===== src/sv/msp_pkg.sv =====
// shared constants, types and register codes of the motor speed pi core
package msp_pkg;

    localparam int SPEED_BITS = 12;

    localparam int GAIN_W   = 16;
    localparam int DUTY_W   = 10;
    localparam int TIME_W   = 16;
    localparam int THR_W    = 11;
    localparam int ACC_W    = 11;
    localparam int LAMP_W   = 4;
    localparam int CFG_IDX_W  = 3;
    localparam int CFG_DATA_W = 16;

    localparam int SP_W      = SPEED_BITS + 1;
    localparam int ERR_W     = SPEED_BITS + 1;
    localparam int D_W       = ERR_W + 1;
    localparam int SUM_W     = SPEED_BITS + 4;
    localparam int MAG_W     = SUM_W - 1;
    localparam int DIV_SHIFT = MAG_W + 4;
    localparam int PROD_W    = D_W + GAIN_W + 2;
    localparam int INC_W     = PROD_W - 8;
    localparam int ASUM_W    = INC_W + 1;
    localparam int CMP_W     = (SPEED_BITS > THR_W) ? SPEED_BITS + 1 : THR_W + 1;

    localparam logic [MAG_W:0] DIV_RECIP = (MAG_W + 1)'((64'd1 << DIV_SHIFT) / 64'd10);
    localparam logic [MAG_W-1:0] DIV_TEN = MAG_W'(10);
    localparam logic [LAMP_W-1:0] LAMP_MAX = LAMP_W'(10);
    localparam logic signed [PROD_W-1:0] TRUNC_ADJ = PROD_W'(255);

    localparam logic [GAIN_W-1:0] RST_PROP_GAIN    = GAIN_W'(0);
    localparam logic [GAIN_W-1:0] RST_INT_GAIN     = GAIN_W'(0);
    localparam logic [DUTY_W-1:0] RST_DUTY_LIMIT   = DUTY_W'(990);
    localparam logic [DUTY_W-1:0] RST_LAUNCH_DUTY  = DUTY_W'(800);
    localparam logic [TIME_W-1:0] RST_LAUNCH_START = TIME_W'(300);
    localparam logic [TIME_W-1:0] RST_LAUNCH_END   = TIME_W'(400);
    localparam logic [THR_W-1:0]  RST_LAUNCH_SPEED = THR_W'(80);
    localparam logic [THR_W-1:0]  RST_STOP_SPEED   = THR_W'(20);

    typedef enum logic [CFG_IDX_W-1:0] {
        CFG_PROP_GAIN    = 3'd0,
        CFG_INT_GAIN     = 3'd1,
        CFG_DUTY_LIMIT   = 3'd2,
        CFG_LAUNCH_DUTY  = 3'd3,
        CFG_LAUNCH_START = 3'd4,
        CFG_LAUNCH_END   = 3'd5,
        CFG_LAUNCH_SPEED = 3'd6,
        CFG_STOP_SPEED   = 3'd7
    } t_cfg_idx;

    typedef enum logic [2:0] {
        MODE_HOLD     = 3'd0,
        MODE_STOP_CUT = 3'd1,
        MODE_STOP_PI  = 3'd2,
        MODE_LAUNCH   = 3'd3,
        MODE_IDLE     = 3'd4,
        MODE_REGULATE = 3'd5
    } t_mode;

    typedef struct packed {
        logic [GAIN_W-1:0] prop_gain;
        logic [GAIN_W-1:0] int_gain;
        logic [DUTY_W-1:0] duty_limit;
        logic [DUTY_W-1:0] launch_duty;
        logic [TIME_W-1:0] launch_start;
        logic [TIME_W-1:0] launch_end;
        logic [THR_W-1:0]  launch_speed;
        logic [THR_W-1:0]  stop_speed;
    } t_cfg;

    typedef struct packed {
        logic signed [SP_W-1:0]       setpoint;
        logic signed [SPEED_BITS-1:0] measured;
        t_mode                        mode;
    } t_stage;

endpackage


===== src/sv/msp_smooth.sv =====
// setpoint history, smoothing filter with divide by ten, and mode decode
module msp_smooth (
    input  logic                                i_clk,
    input  logic                                i_rst_n,
    input  logic                                i_load,
    input  logic                                i_advance,
    input  logic signed [msp_pkg::SPEED_BITS-1:0] i_target_speed,
    input  logic signed [msp_pkg::SPEED_BITS-1:0] i_measured_speed,
    input  logic                                i_stop_request,
    input  logic [msp_pkg::TIME_W-1:0]          i_run_time,
    input  msp_pkg::t_cfg                       i_cfg,
    output msp_pkg::t_stage                     o_stage
);

    logic signed [msp_pkg::SPEED_BITS-1:0] r_hist0;
    logic signed [msp_pkg::SPEED_BITS-1:0] r_hist1;
    logic signed [msp_pkg::SUM_W-1:0]      r_sum;
    logic signed [msp_pkg::SUM_W-1:0]      n_sum;
    logic signed [msp_pkg::SPEED_BITS-1:0] r_meas;
    logic                                  r_stop;
    logic [msp_pkg::TIME_W-1:0]            r_time;
    msp_pkg::t_stage                       r_stage;
    msp_pkg::t_stage                       n_stage;

    logic [msp_pkg::MAG_W-1:0]     mag;
    logic [2*msp_pkg::MAG_W:0]     prod;
    logic [msp_pkg::MAG_W-1:0]     q_est;
    logic [msp_pkg::MAG_W-1:0]     rem;
    logic [msp_pkg::MAG_W-1:0]     quot;
    logic signed [msp_pkg::SP_W-1:0] sp_mag;
    logic signed [msp_pkg::SP_W-1:0] setpoint;
    logic signed [msp_pkg::CMP_W-1:0] meas_x;
    logic below_stop;
    logic below_launch;
    logic in_window;
    logic past_window;

    // 7*x0 + 2*x1 + x2
    assign n_sum = (msp_pkg::SUM_W'(i_target_speed) <<< 3) - msp_pkg::SUM_W'(i_target_speed)
                 + (msp_pkg::SUM_W'(r_hist0) <<< 1) + msp_pkg::SUM_W'(r_hist1);

    // truncating divide by ten through the reciprocal, one correction step
    always_comb begin
        mag    = r_sum[msp_pkg::SUM_W-1] ? msp_pkg::MAG_W'(-r_sum) : msp_pkg::MAG_W'(r_sum);
        prod   = (2*msp_pkg::MAG_W+1)'(mag) * (2*msp_pkg::MAG_W+1)'(msp_pkg::DIV_RECIP);
        q_est  = msp_pkg::MAG_W'(prod >> msp_pkg::DIV_SHIFT);
        rem    = mag - ((q_est << 3) + (q_est << 1));
        quot   = (rem >= msp_pkg::DIV_TEN) ? q_est + msp_pkg::MAG_W'(1) : q_est;
        sp_mag = $signed(msp_pkg::SP_W'(quot));
        setpoint = r_sum[msp_pkg::SUM_W-1] ? -sp_mag : sp_mag;
    end

    always_comb begin
        meas_x       = msp_pkg::CMP_W'(r_meas);
        below_stop   = meas_x < $signed(msp_pkg::CMP_W'(i_cfg.stop_speed));
        below_launch = meas_x < $signed(msp_pkg::CMP_W'(i_cfg.launch_speed));
        in_window    = (r_time > i_cfg.launch_start) && (r_time <= i_cfg.launch_end);
        past_window  = r_time > i_cfg.launch_end;

        n_stage.setpoint = setpoint;
        n_stage.measured = r_meas;
        n_stage.mode     = msp_pkg::MODE_HOLD;
        if (r_stop) begin
            n_stage.setpoint = '0;
            n_stage.mode     = below_stop ? msp_pkg::MODE_STOP_CUT : msp_pkg::MODE_STOP_PI;
        end else if (in_window && below_launch) begin
            n_stage.mode = msp_pkg::MODE_LAUNCH;
        end else if (past_window) begin
            n_stage.mode = below_launch ? msp_pkg::MODE_IDLE : msp_pkg::MODE_REGULATE;
        end
    end

    always_ff @(posedge i_clk) begin
        if (!i_rst_n) begin
            r_hist0 <= '0;
            r_hist1 <= '0;
        end else if (i_load) begin
            r_hist0 <= i_target_speed;
            r_hist1 <= r_hist0;
        end
    end

    always_ff @(posedge i_clk) begin
        if (i_load) begin
            r_sum  <= n_sum;
            r_meas <= i_measured_speed;
            r_stop <= i_stop_request;
            r_time <= i_run_time;
        end
        if (i_advance) begin
            r_stage <= n_stage;
        end
    end

    assign o_stage = r_stage;

endmodule


===== src/sv/msp_pi.sv =====
// incremental pi update, duty clamp, launch and stop handling, held outputs
module msp_pi (
    input  logic                       i_clk,
    input  logic                       i_rst_n,
    input  logic                       i_advance,
    input  msp_pkg::t_stage            i_stage,
    input  msp_pkg::t_cfg              i_cfg,
    output logic [msp_pkg::DUTY_W-1:0] o_forward_duty,
    output logic [msp_pkg::DUTY_W-1:0] o_reverse_duty,
    output logic                       o_drive_written,
    output logic                       o_lamp_on
);

    logic signed [msp_pkg::ERR_W-1:0]  r_prev_err;
    logic signed [msp_pkg::ACC_W-1:0]  r_acc;
    logic [msp_pkg::LAMP_W-1:0]        r_lamp_cnt;
    logic [msp_pkg::DUTY_W-1:0]        r_fwd;
    logic [msp_pkg::DUTY_W-1:0]        r_rev;
    logic                              r_lamp;
    logic                              r_written;

    logic signed [msp_pkg::ERR_W-1:0]  n_prev_err;
    logic signed [msp_pkg::ACC_W-1:0]  n_acc;
    logic [msp_pkg::LAMP_W-1:0]        n_lamp_cnt;
    logic [msp_pkg::DUTY_W-1:0]        n_fwd;
    logic [msp_pkg::DUTY_W-1:0]        n_rev;
    logic                              n_lamp;
    logic                              n_written;

    logic signed [msp_pkg::ERR_W-1:0]  err;
    logic signed [msp_pkg::D_W-1:0]    derr;
    logic signed [msp_pkg::PROD_W-1:0] p_term;
    logic signed [msp_pkg::PROD_W-1:0] i_term;
    logic signed [msp_pkg::PROD_W-1:0] num;
    logic signed [msp_pkg::PROD_W-1:0] num_adj;
    logic signed [msp_pkg::INC_W-1:0]  inc;
    logic signed [msp_pkg::ASUM_W-1:0] asum;
    logic signed [msp_pkg::ASUM_W-1:0] lim;
    logic signed [msp_pkg::ASUM_W-1:0] clamped;
    logic signed [msp_pkg::ACC_W-1:0]  pi_acc;
    logic [msp_pkg::DUTY_W-1:0]        pi_fwd;
    logic [msp_pkg::DUTY_W-1:0]        pi_rev;
    logic [msp_pkg::LAMP_W-1:0]        lamp_inc;

    always_comb begin
        err  = i_stage.setpoint - msp_pkg::ERR_W'(i_stage.measured);
        derr = msp_pkg::D_W'(err) - msp_pkg::D_W'(r_prev_err);
        p_term = msp_pkg::PROD_W'($signed({1'b0, i_cfg.prop_gain})) * msp_pkg::PROD_W'(derr);
        i_term = msp_pkg::PROD_W'($signed({1'b0, i_cfg.int_gain})) * msp_pkg::PROD_W'(err);
        num     = p_term + i_term;
        // round toward zero on the divide by 256
        num_adj = num + (num[msp_pkg::PROD_W-1] ? msp_pkg::TRUNC_ADJ : '0);
        inc     = msp_pkg::INC_W'(num_adj >>> 8);
        asum    = msp_pkg::ASUM_W'(r_acc) + msp_pkg::ASUM_W'(inc);
        lim     = $signed(msp_pkg::ASUM_W'(i_cfg.duty_limit));
        if (asum >= lim) begin
            clamped = lim;
        end else if (asum <= -lim) begin
            clamped = -lim;
        end else begin
            clamped = asum;
        end
        pi_acc = msp_pkg::ACC_W'(clamped);
        if (pi_acc[msp_pkg::ACC_W-1]) begin
            pi_fwd = '0;
            pi_rev = msp_pkg::DUTY_W'(-pi_acc);
        end else begin
            pi_fwd = msp_pkg::DUTY_W'(pi_acc);
            pi_rev = '0;
        end
    end

    always_comb begin
        n_prev_err = r_prev_err;
        n_acc      = r_acc;
        n_lamp_cnt = r_lamp_cnt;
        n_fwd      = r_fwd;
        n_rev      = r_rev;
        n_lamp     = r_lamp;
        n_written  = 1'b1;
        lamp_inc   = r_lamp_cnt + msp_pkg::LAMP_W'(1);

        if (i_stage.mode == msp_pkg::MODE_STOP_CUT || i_stage.mode == msp_pkg::MODE_STOP_PI) begin
            if (lamp_inc < msp_pkg::LAMP_MAX) begin
                n_lamp_cnt = lamp_inc;
                n_lamp     = 1'b1;
            end else begin
                n_lamp_cnt = msp_pkg::LAMP_MAX;
                n_lamp     = 1'b0;
            end
        end

        case (i_stage.mode) inside
            msp_pkg::MODE_STOP_CUT, msp_pkg::MODE_IDLE: begin
                n_fwd = '0;
                n_rev = '0;
            end
            msp_pkg::MODE_STOP_PI, msp_pkg::MODE_REGULATE: begin
                n_prev_err = err;
                n_acc      = pi_acc;
                n_fwd      = pi_fwd;
                n_rev      = pi_rev;
            end
            msp_pkg::MODE_LAUNCH: begin
                n_fwd = i_cfg.launch_duty;
                n_rev = '0;
            end
            default: begin
                n_written = 1'b0;
            end
        endcase
    end

    always_ff @(posedge i_clk) begin
        if (!i_rst_n) begin
            r_prev_err <= '0;
            r_acc      <= '0;
            r_lamp_cnt <= '0;
            r_fwd      <= '0;
            r_rev      <= '0;
            r_lamp     <= 1'b0;
            r_written  <= 1'b0;
        end else if (i_advance) begin
            r_prev_err <= n_prev_err;
            r_acc      <= n_acc;
            r_lamp_cnt <= n_lamp_cnt;
            r_fwd      <= n_fwd;
            r_rev      <= n_rev;
            r_lamp     <= n_lamp;
            r_written  <= n_written;
        end
    end

    assign o_forward_duty  = r_fwd;
    assign o_reverse_duty  = r_rev;
    assign o_drive_written = r_written;
    assign o_lamp_on       = r_lamp;

endmodule


===== src/sv/motor_speed_pi_with_launch_and_stop_core.sv =====
// top level: config registers, three stage pipeline control, filter and pi stages
// path: an input is registered in the filter input registers, then the stage register, then the output registers
// throughput: one item per cycle while the output is not stalled; the pi accumulator loop closes in the last stage
// the input side keeps taking items while a result waits, until all stages are full
// reset: synchronous active low; clears the pipeline, history, pi state and held
// duties, and loads the register defaults
module motor_speed_pi_with_launch_and_stop_core (
    input  logic                                  i_clk,
    input  logic                                  i_rst_n,
    input  logic                                  i_in_valid,
    output logic                                  o_in_stall,
    input  logic signed [msp_pkg::SPEED_BITS-1:0] i_target_speed,
    input  logic signed [msp_pkg::SPEED_BITS-1:0] i_measured_speed,
    input  logic                                  i_stop_request,
    input  logic [msp_pkg::TIME_W-1:0]            i_run_time,
    output logic                                  o_out_valid,
    input  logic                                  i_out_stall,
    output logic [msp_pkg::DUTY_W-1:0]            o_forward_duty,
    output logic [msp_pkg::DUTY_W-1:0]            o_reverse_duty,
    output logic                                  o_drive_written,
    output logic                                  o_lamp_on,
    input  logic                                  i_cfg_valid,
    output logic                                  o_cfg_ready,
    input  logic [msp_pkg::CFG_IDX_W-1:0]         i_cfg_index,
    input  logic [msp_pkg::CFG_DATA_W-1:0]        i_cfg_data
);

    msp_pkg::t_cfg   r_cfg;
    msp_pkg::t_stage stage;

    logic r_a_valid;
    logic r_b_valid;
    logic r_out_valid;
    logic out_ready;
    logic b_ready;
    logic a_ready;
    logic in_xfer;
    logic a_xfer;
    logic b_xfer;

    assign out_ready = !r_out_valid || !i_out_stall;
    assign b_ready   = !r_b_valid || out_ready;
    assign a_ready   = !r_a_valid || b_ready;
    assign in_xfer   = i_in_valid && a_ready;
    assign a_xfer    = r_a_valid && b_ready;
    assign b_xfer    = r_b_valid && out_ready;

    always_ff @(posedge i_clk) begin
        if (!i_rst_n) begin
            r_a_valid   <= 1'b0;
            r_b_valid   <= 1'b0;
            r_out_valid <= 1'b0;
        end else begin
            if (a_ready) begin
                r_a_valid <= i_in_valid;
            end
            if (b_ready) begin
                r_b_valid <= r_a_valid;
            end
            if (out_ready) begin
                r_out_valid <= r_b_valid;
            end
        end
    end

    always_ff @(posedge i_clk) begin
        if (!i_rst_n) begin
            r_cfg.prop_gain    <= msp_pkg::RST_PROP_GAIN;
            r_cfg.int_gain     <= msp_pkg::RST_INT_GAIN;
            r_cfg.duty_limit   <= msp_pkg::RST_DUTY_LIMIT;
            r_cfg.launch_duty  <= msp_pkg::RST_LAUNCH_DUTY;
            r_cfg.launch_start <= msp_pkg::RST_LAUNCH_START;
            r_cfg.launch_end   <= msp_pkg::RST_LAUNCH_END;
            r_cfg.launch_speed <= msp_pkg::RST_LAUNCH_SPEED;
            r_cfg.stop_speed   <= msp_pkg::RST_STOP_SPEED;
        end else if (i_cfg_valid) begin
            unique case (msp_pkg::t_cfg_idx'(i_cfg_index))
                msp_pkg::CFG_PROP_GAIN:    r_cfg.prop_gain    <= i_cfg_data;
                msp_pkg::CFG_INT_GAIN:     r_cfg.int_gain     <= i_cfg_data;
                msp_pkg::CFG_DUTY_LIMIT:   r_cfg.duty_limit   <= i_cfg_data[msp_pkg::DUTY_W-1:0];
                msp_pkg::CFG_LAUNCH_DUTY:  r_cfg.launch_duty  <= i_cfg_data[msp_pkg::DUTY_W-1:0];
                msp_pkg::CFG_LAUNCH_START: r_cfg.launch_start <= i_cfg_data;
                msp_pkg::CFG_LAUNCH_END:   r_cfg.launch_end   <= i_cfg_data;
                msp_pkg::CFG_LAUNCH_SPEED: r_cfg.launch_speed <= i_cfg_data[msp_pkg::THR_W-1:0];
                msp_pkg::CFG_STOP_SPEED:   r_cfg.stop_speed   <= i_cfg_data[msp_pkg::THR_W-1:0];
            endcase
        end
    end

    msp_smooth u_smooth (
        .i_clk            (i_clk),
        .i_rst_n          (i_rst_n),
        .i_load           (in_xfer),
        .i_advance        (a_xfer),
        .i_target_speed   (i_target_speed),
        .i_measured_speed (i_measured_speed),
        .i_stop_request   (i_stop_request),
        .i_run_time       (i_run_time),
        .i_cfg            (r_cfg),
        .o_stage          (stage)
    );

    msp_pi u_pi (
        .i_clk           (i_clk),
        .i_rst_n         (i_rst_n),
        .i_advance       (b_xfer),
        .i_stage         (stage),
        .i_cfg           (r_cfg),
        .o_forward_duty  (o_forward_duty),
        .o_reverse_duty  (o_reverse_duty),
        .o_drive_written (o_drive_written),
        .o_lamp_on       (o_lamp_on)
    );

    assign o_in_stall  = !a_ready;
    assign o_out_valid = r_out_valid;
    assign o_cfg_ready = 1'b1;

endmodule


===== config.mk =====
export PLATFORM = sky130hd
export DESIGN_NAME = motor_speed_pi_with_launch_and_stop_core
export DESIGN_NICKNAME = d
export VERILOG_FILES = /design/src/sv/msp_pkg.sv /design/src/sv/msp_smooth.sv /design/src/sv/msp_pi.sv /design/src/sv/motor_speed_pi_with_launch_and_stop_core.sv
export SDC_FILE = /design/constraint.sdc
export NUM_CORES = 2
export LEC_CHECK = 0
export ABC_AREA = 1
export BUFFER_PORTS_ARGS = -buffer_cell sky130_fd_sc_hd__buf_2
export CAP_MARGIN = 20
export CORE_ASPECT_RATIO = 1.4
export CORE_MARGIN = 2
export CORE_UTILIZATION = 71
export DETAILED_ROUTE_END_ITERATION = 7
export GPL_TIMING_DRIVEN = 0
export PLACE_DENSITY = 0.88
export RECOVER_POWER = 25
export SLEW_MARGIN = 5
export SYNTH_ARGS = -nofsm -noshare
export SYNTH_HDL_FRONTEND = slang
export SYNTH_HIERARCHICAL = 1
export SYNTH_SLANG_ARGS = --single-unit

===== constraint.sdc =====
create_clock -name i_clk -period 30.4 [get_ports i_clk]
set_clock_uncertainty 0.05 [all_clocks]
set_input_delay 1.52 -clock i_clk [delete_from_list [all_inputs] [get_ports i_clk]]
set_output_delay 1.52 -clock i_clk [all_outputs]
set_load 0.1 [all_outputs]

* After elaboration in Yosys (flattened, before gate mapping)
Index checks and enable logic that the tools add are counted.
** Word-level totals
- Bits in registers :: 256
- Bits of input ports :: 65
- Output and inout port bits :: 25
- Word-level logic and storage cells :: 121
** Cells by class
- Add/sub/neg operators :: 16
- Multiply operators :: 3
- $lt $le $gt $ge :: 9
- Equal/unequal tests :: 12
- Mux-type cells :: 24
- Bitwise operators :: 1
- Reduce and logical (&&, ||, !) cells :: 29
** Operators by type and width (count)
- $mux 10 :: 8
- $add 32x32->32 :: 1
- $add 32x8->32 :: 1
- $gt 16x16->1 :: 2
- $mul 17x14->31 :: 1
- $mul 17x13->30 :: 1
- $mul 15x14->29 const B :: 1
- $mux 13 :: 2
- $add 11x24->25 :: 1
- $ge 25x11->1 :: 1
- $le 25x25->1 :: 1
- $neg 10->25 :: 1
- $lt 12x12->1 :: 2
- $mux 11 :: 2
- $reduce_and 2->1 :: 10
- $eq 3x3->1 const B :: 6
- $add 16x12->16 :: 1
- $add 16x13->16 :: 1
- $le 16x16->1 :: 1
- $sub 15x12->16 :: 1
- $add 15x13->15 :: 1
- $ge 15x4->1 const B :: 1
- $mux 15 :: 1
- $neg 15->15 :: 1
- 23 further kinds :: 45

* Depth between registers and ports, before layout
- Depth after elaboration :: 14
- Gate-level depth with buffers :: 100
- Gate-level depth less buffers :: 96

* Modules after synthesis
The synthesis kept the hierarchy.
** Modules (own cells, without submodules)
- msp_pi :: instances 1, cells an instance 3002, area an instance 21708.3 µm², sequential area each 1001.0 µm²
- msp_smooth :: instances 1, cells an instance 1410, area an instance 11801.3 µm², sequential area each 2672.6 µm²
- motor_speed_pi_with_launch_and_stop_core :: instances 1, cells an instance 608, area an instance 4266.6 µm², sequential area each 2182.1 µm²

* Worst setup path after synthesis
Ideal clock, no wire load.
- Path type :: register to register
- Start point :: register u_smooth.r_stage (netlist bit u_smooth/o_stage[15])
- End point :: register u_pi.r_rev (netlist bit u_pi/o_reverse_duty[8])
- Setup time :: 67 ps
- Data arrival time :: 13657 ps
- Data required time :: 30283 ps
- Path slack :: 16627 ps
- Stages on the path, launching flop included :: 91
- Path buffers :: 4
- Period minus slack after synthesis :: 13773 ps
- Cells stage by stage :: edfxtp_1 inv_1 ha_1 inv_1 fa_1 nand2_1 inv_1 o21ai_0 nand2_1 or2_2 nand2_1 inv_1 clkbuf_1 ha_1 inv_1 o21bai_1 nand2_1 nand2_1 [55 not listed] nor2_1 nand2_1 or2_2 nand3_1 nand2_1 nand2_1 clkbuf_1 nand2_1 o21ai_0 nand2_1 nand2_4 ha_1 inv_1 nor2_4 nand3_2 o21ai_1 nand2_1 a21oi_2
** On the way
- Longest elaborated chain between the ends :: 14
- Elaborated cells on any way between the ends :: 16
- Those cells by class :: add/sub: 6; mul: 2; order compare: 2; mux: 6
** Ends and longest elaborated chain
- from (decl) :: line msp_smooth.sv:22 : msp_pkg::t_stage r_stage;
- from (signal assigned) :: line msp_smooth.sv:91 : r_stage <= n_stage;
- $sub 13x12->13 * :: line msp_pi.sv:46 : err = i_stage.setpoint - msp_pkg::ERR_W'(i_stage.measured);
- named net u_pi.err, one bit :: line msp_pi.sv:30 : logic signed [msp_pkg::ERR_W-1:0] err;
- $sub 13x13->14 :: line msp_pi.sv:47 : derr = msp_pkg::D_W'(err) - msp_pkg::D_W'(r_prev_err);
- $mul 17x14->31 :: line msp_pi.sv:48 : p_term = msp_pkg::PROD_W'($signed({1'b0, i_cfg.prop_gain})) * msp_pkg::PROD_W'(derr);
- $add 32x32->32 * :: line msp_pi.sv:50 : num = p_term + i_term;
- $mux 8 :: line msp_pi.sv:52 : num_adj = num + (num[msp_pkg::PROD_W-1] ? msp_pkg::TRUNC_ADJ : '0);
- $add 32x8->32 * :: line msp_pi.sv:52
- $add 11x24->25 * :: line msp_pi.sv:54 : asum = msp_pkg::ASUM_W'(r_acc) + msp_pkg::ASUM_W'(inc);
- $le 25x25->1 :: line msp_pi.sv:58 : end else if (asum <= -lim) begin
- $mux 11 :: line msp_pi.sv:58
- $mux 11 * :: line msp_pi.sv:56 : if (asum >= lim) begin
- $neg 10->10 :: line msp_pi.sv:66 : pi_rev = msp_pkg::DUTY_W'(-pi_acc);
- $mux 10 * :: line msp_pi.sv:64 : if (pi_acc[msp_pkg::ACC_W-1]) begin
- $mux 10 * (2 in series) :: line msp_pi.sv:93 : case (i_stage.mode) inside
- to (signal assigned) :: line msp_pi.sv:128 : r_rev <= n_rev;
- to (decl) :: line msp_pi.sv:18 : logic [msp_pkg::DUTY_W-1:0] r_rev;
Mark *: on every way through the listed nets, which the timed path passes. The rest lies on a longest branch.
A chain may end at the register's enable or synchronous reset.

* Final worst setup path
- Start point :: register u_smooth.r_stage (netlist bit u_smooth/o_stage[15])
- End point :: register u_pi.r_rev (netlist bit u_pi/o_reverse_duty[6])
Same word-level chain as after synthesis.

==> flow_summary.yaml <==
timing:
  drv_slew: 0
  tightestPinTransition_ps: 1160
  fin_crit_sh: 0.572
  finalCriticalPeriod_ps: 17400
  setup_tns_ps: 0
  timing.fmax_mhz: 57.5
  final-setup-viol-count: 0
  rsz0062_at_grt: "false"
  whs_ps: 408
  finalHoldViolCount: 0
  worst_slack_ps: 13000
  slew_headroom: 0.224
setup_path:
  cp_common_cell: "nand2_1"
  crit_arrival_ps: 17830
  endpoint_kind: "register"
  startpoint_type: "register"
  critPathBufInv: 23
  r2r_end: "u_pi/o_reverse_duty[6]"
  critPathSlowestCell: "fa_1"
  worstPathRequired_ps: 30830
  r2r_setup_slack_ps: 13000
  cp_top_family: "adder cells"
  crit_type: "register to register"
  cpPeakStageDelay_ps: 930
  rr_startpoint: "u_smooth/o_stage[15]"
  cp_max_fo: 10
  rr_worst_depth: 92
clock_network:
  cts_resized: 0
  cts-root-buf: "clkbuf_16"
  worst_skew_pair.late_latency_ps: 570
  cts_tree: "yes"
  holdBufCountCts: 0
  clock_sinks: 256
  cts_buffers: 24
  cts-root-to-sink-buffers: 3
  path_clk_slew_ps: 70
  postCtsSetupBuffers: 0
  cts_max_level: 1
layout:
  layout.nets: 6121
  num-fill-cells: 4061
  seq_area_um2: 5860
  syn_to_final_growth_pct: 5.93
  multiInputGateArea_um2: 27100
  diodes: 0
  drive_above_1_share: 0.0601
  final_core_util: 0.756
detailed_routing:
  wl_mm: 110
  antenna_left: 0
  drt-vias-per-instance: 5.69
  firstDrtPassIters: 6
  first_iter_violations: 2309
  vias: 33427
  wl_per_cell_um: 18.8
  drc: 0
synthesis:
  synth-simple-area-share: 0.226
  seq_area_frac_synth: 0.155
  synth_edf_count: 73
  synth_fa_ha_area_frac: 0.396
  synth_top_family_by_area: "adder cells"
  ys_ff_latch: 256
  synth_compound_area_frac: 0.0673
  muxShareOfSynthArea: 0
  syn_area_um2: 37800
  yosys.area.top_type: "fa_1"
  synthesis.nets: 6001
  synth-xor-area-share: 0.0282
  synth_cell_type_count: 70
  synth_top_area_frac: 0.247
  synthesis.instances: 5020
  avgSynthCellArea_um2: 7.53
  synthArstFlopShare: 0
  synth_warnings: 6
  synth_ff_type: "dfxtp_1"
  synth_area_leaders: "fa_1 25%, ha_1 15%, inv_1 11%"
job:
  maxCapViolations: 0
die:
  die_h_um: 277
  ios: 90
  core_um2: 52900
  row_count: 100
  dieWidth_um: 199
  initial_core_util: 0.714
  die_area_um2: 55100
global_routing:
  grt_pass1_vias: 34410
  grt_max_degree: 32
  grt_pass1_wl_mm: 173
  track_usage: 0.408
  grt_overflow_total: 0
  antenna_found_initial: 2
placement:
  gp_congestion: 1.07
  hpwlAfterDp_mm: 92.4
  io_buffer_count: 88
  dpl_worst_slack_ps: 13570
outcome:
  status: "finished, final reports clean"
worst_hold_path:
  whs_endpoint: "r_cfg[2]"
  hold_path_class: "register to register"
  worst_hold_path.num_cells: 2
  worst_hold_startpoint: "r_cfg[2]"
==> cell usage after synthesis, drive strengths merged (49+ instances only) <==
cell,count
ha,450
dfxtp,183
nand3,256
a21oi,234
inv,1140
buf,49
xor2,81
o21ai,138
nand2,1071
nor2,581
fa,466
clkbuf,64
edfxtp,73
==> cell type report <==
| cell class | count | area share |
|---|---|---|
| inverter | 1148 | 0.108 |
| clock buffer | 38 | 0.0192 |
| clock inverter | 6 | 0.00191 |
| buffer | 113 | 0.0127 |
| sequential | 256 | 0.146 |
| tap | 714 | 0.0223 |
| multi-input combinational | 3503 | 0.678 |
| timing repair buffer | 94 | 0.0123 |
==> sequential cells by signal, summed over array words and instances (netlist names), 11 cells and up <==
register          flops
r_cfg               106
u_smooth/o_stage     28
u_smooth/r_sum       16
u_smooth/r_time      16
u_pi/r_prev_err      13
u_smooth/r_hist0     12
u_smooth/r_hist1     12
u_smooth/r_meas      12
u_pi/r_acc           11
==> layer usage <==
layer  global-route usage  wire (um)  vias to the layer above
li1                     -          -                    15567
met1                0.417      36500                    15763
met2                0.703      53400                     1495
met3               0.0645       7760                      598
met4                0.386      12600                        4
met5                    0         27                        -
==> worst reg2reg max path: cells and delay by family, from the launching register on <==
family | cells | cell delay [ps]
flops | 1 | 400
compound gates | 10 | 2040
xor+xnor | 1 | 360
buf+inv | 23 | 3000
simple gates | 43 | 5090
fa+ha+maj | 15 | 6400
==> kinds of logic (layout without fill, tap and decap cells) <==
group / after synthesis / after routing
AOI/OAI and AO/OA: 451 / 451
xor gates and xnor gates: 116 / 116
adders and majority gates: 916 / 916
buffers and inverters: 1261 / 1399
DFF: 256 / 256
other: 1 / 1
and+or+nand+nor: 2019 / 2019
==> worst max-delay path by stage <==
stage                                    start                     end  slack [ps]  cells past startpoint
after floorplan           u_smooth/o_stage[15]  u_pi/o_reverse_duty[8]       16630                     90
after global placement    u_smooth/o_stage[15]  u_pi/o_reverse_duty[6]       13750                     89
after detailed placement  u_smooth/o_stage[15]  u_pi/o_reverse_duty[6]       13570                     89
after CTS                 u_smooth/o_stage[15]  u_pi/o_reverse_duty[6]       13540                     91
after global routing      u_smooth/o_stage[15]  u_pi/o_reverse_duty[6]       11900                     93
final                     u_smooth/o_stage[15]  u_pi/o_reverse_duty[6]       13000                     92
==> metrics by stage <==
stage,instance area [um^2],instances
floorplan,37800,5020
global placement,39100,5822
detailed placement,39200,5826
CTS,40000,5870
global route,40000,5872
finish,40000,5872
==> placed cells by master (no fill, tap or decap), types with 8 or more instances in the layout <==
cell type  count
o211ai_1      15
nand2_1     1030
nand3_1      239
nor2_2        14
nor2_1       556
nand3_2       15
a21o_1        14
nand3b_1      15
a21oi_1      227
nor3_1        26
clkbuf_16     26
edfxtp_1      73
buf_2        108
buf_4         10
xnor2_1       33
nor2_4        10
clkinv_1       8
inv_2         18
nand2_2       37
or2_2         19
clkbuf_1      78
nor4_1        10
o21ai_0      118
dfxtp_1      183
inv_1       1122
buf_1         11
nand4_1       26
xor2_1        77
o21ai_1       16
o21bai_1      11
fa_1         466
ha_1         450
Power is left out: the tool's default activity adds up to more than one toggle a clock period on the data nets, which glitch-free logic cannot reach.
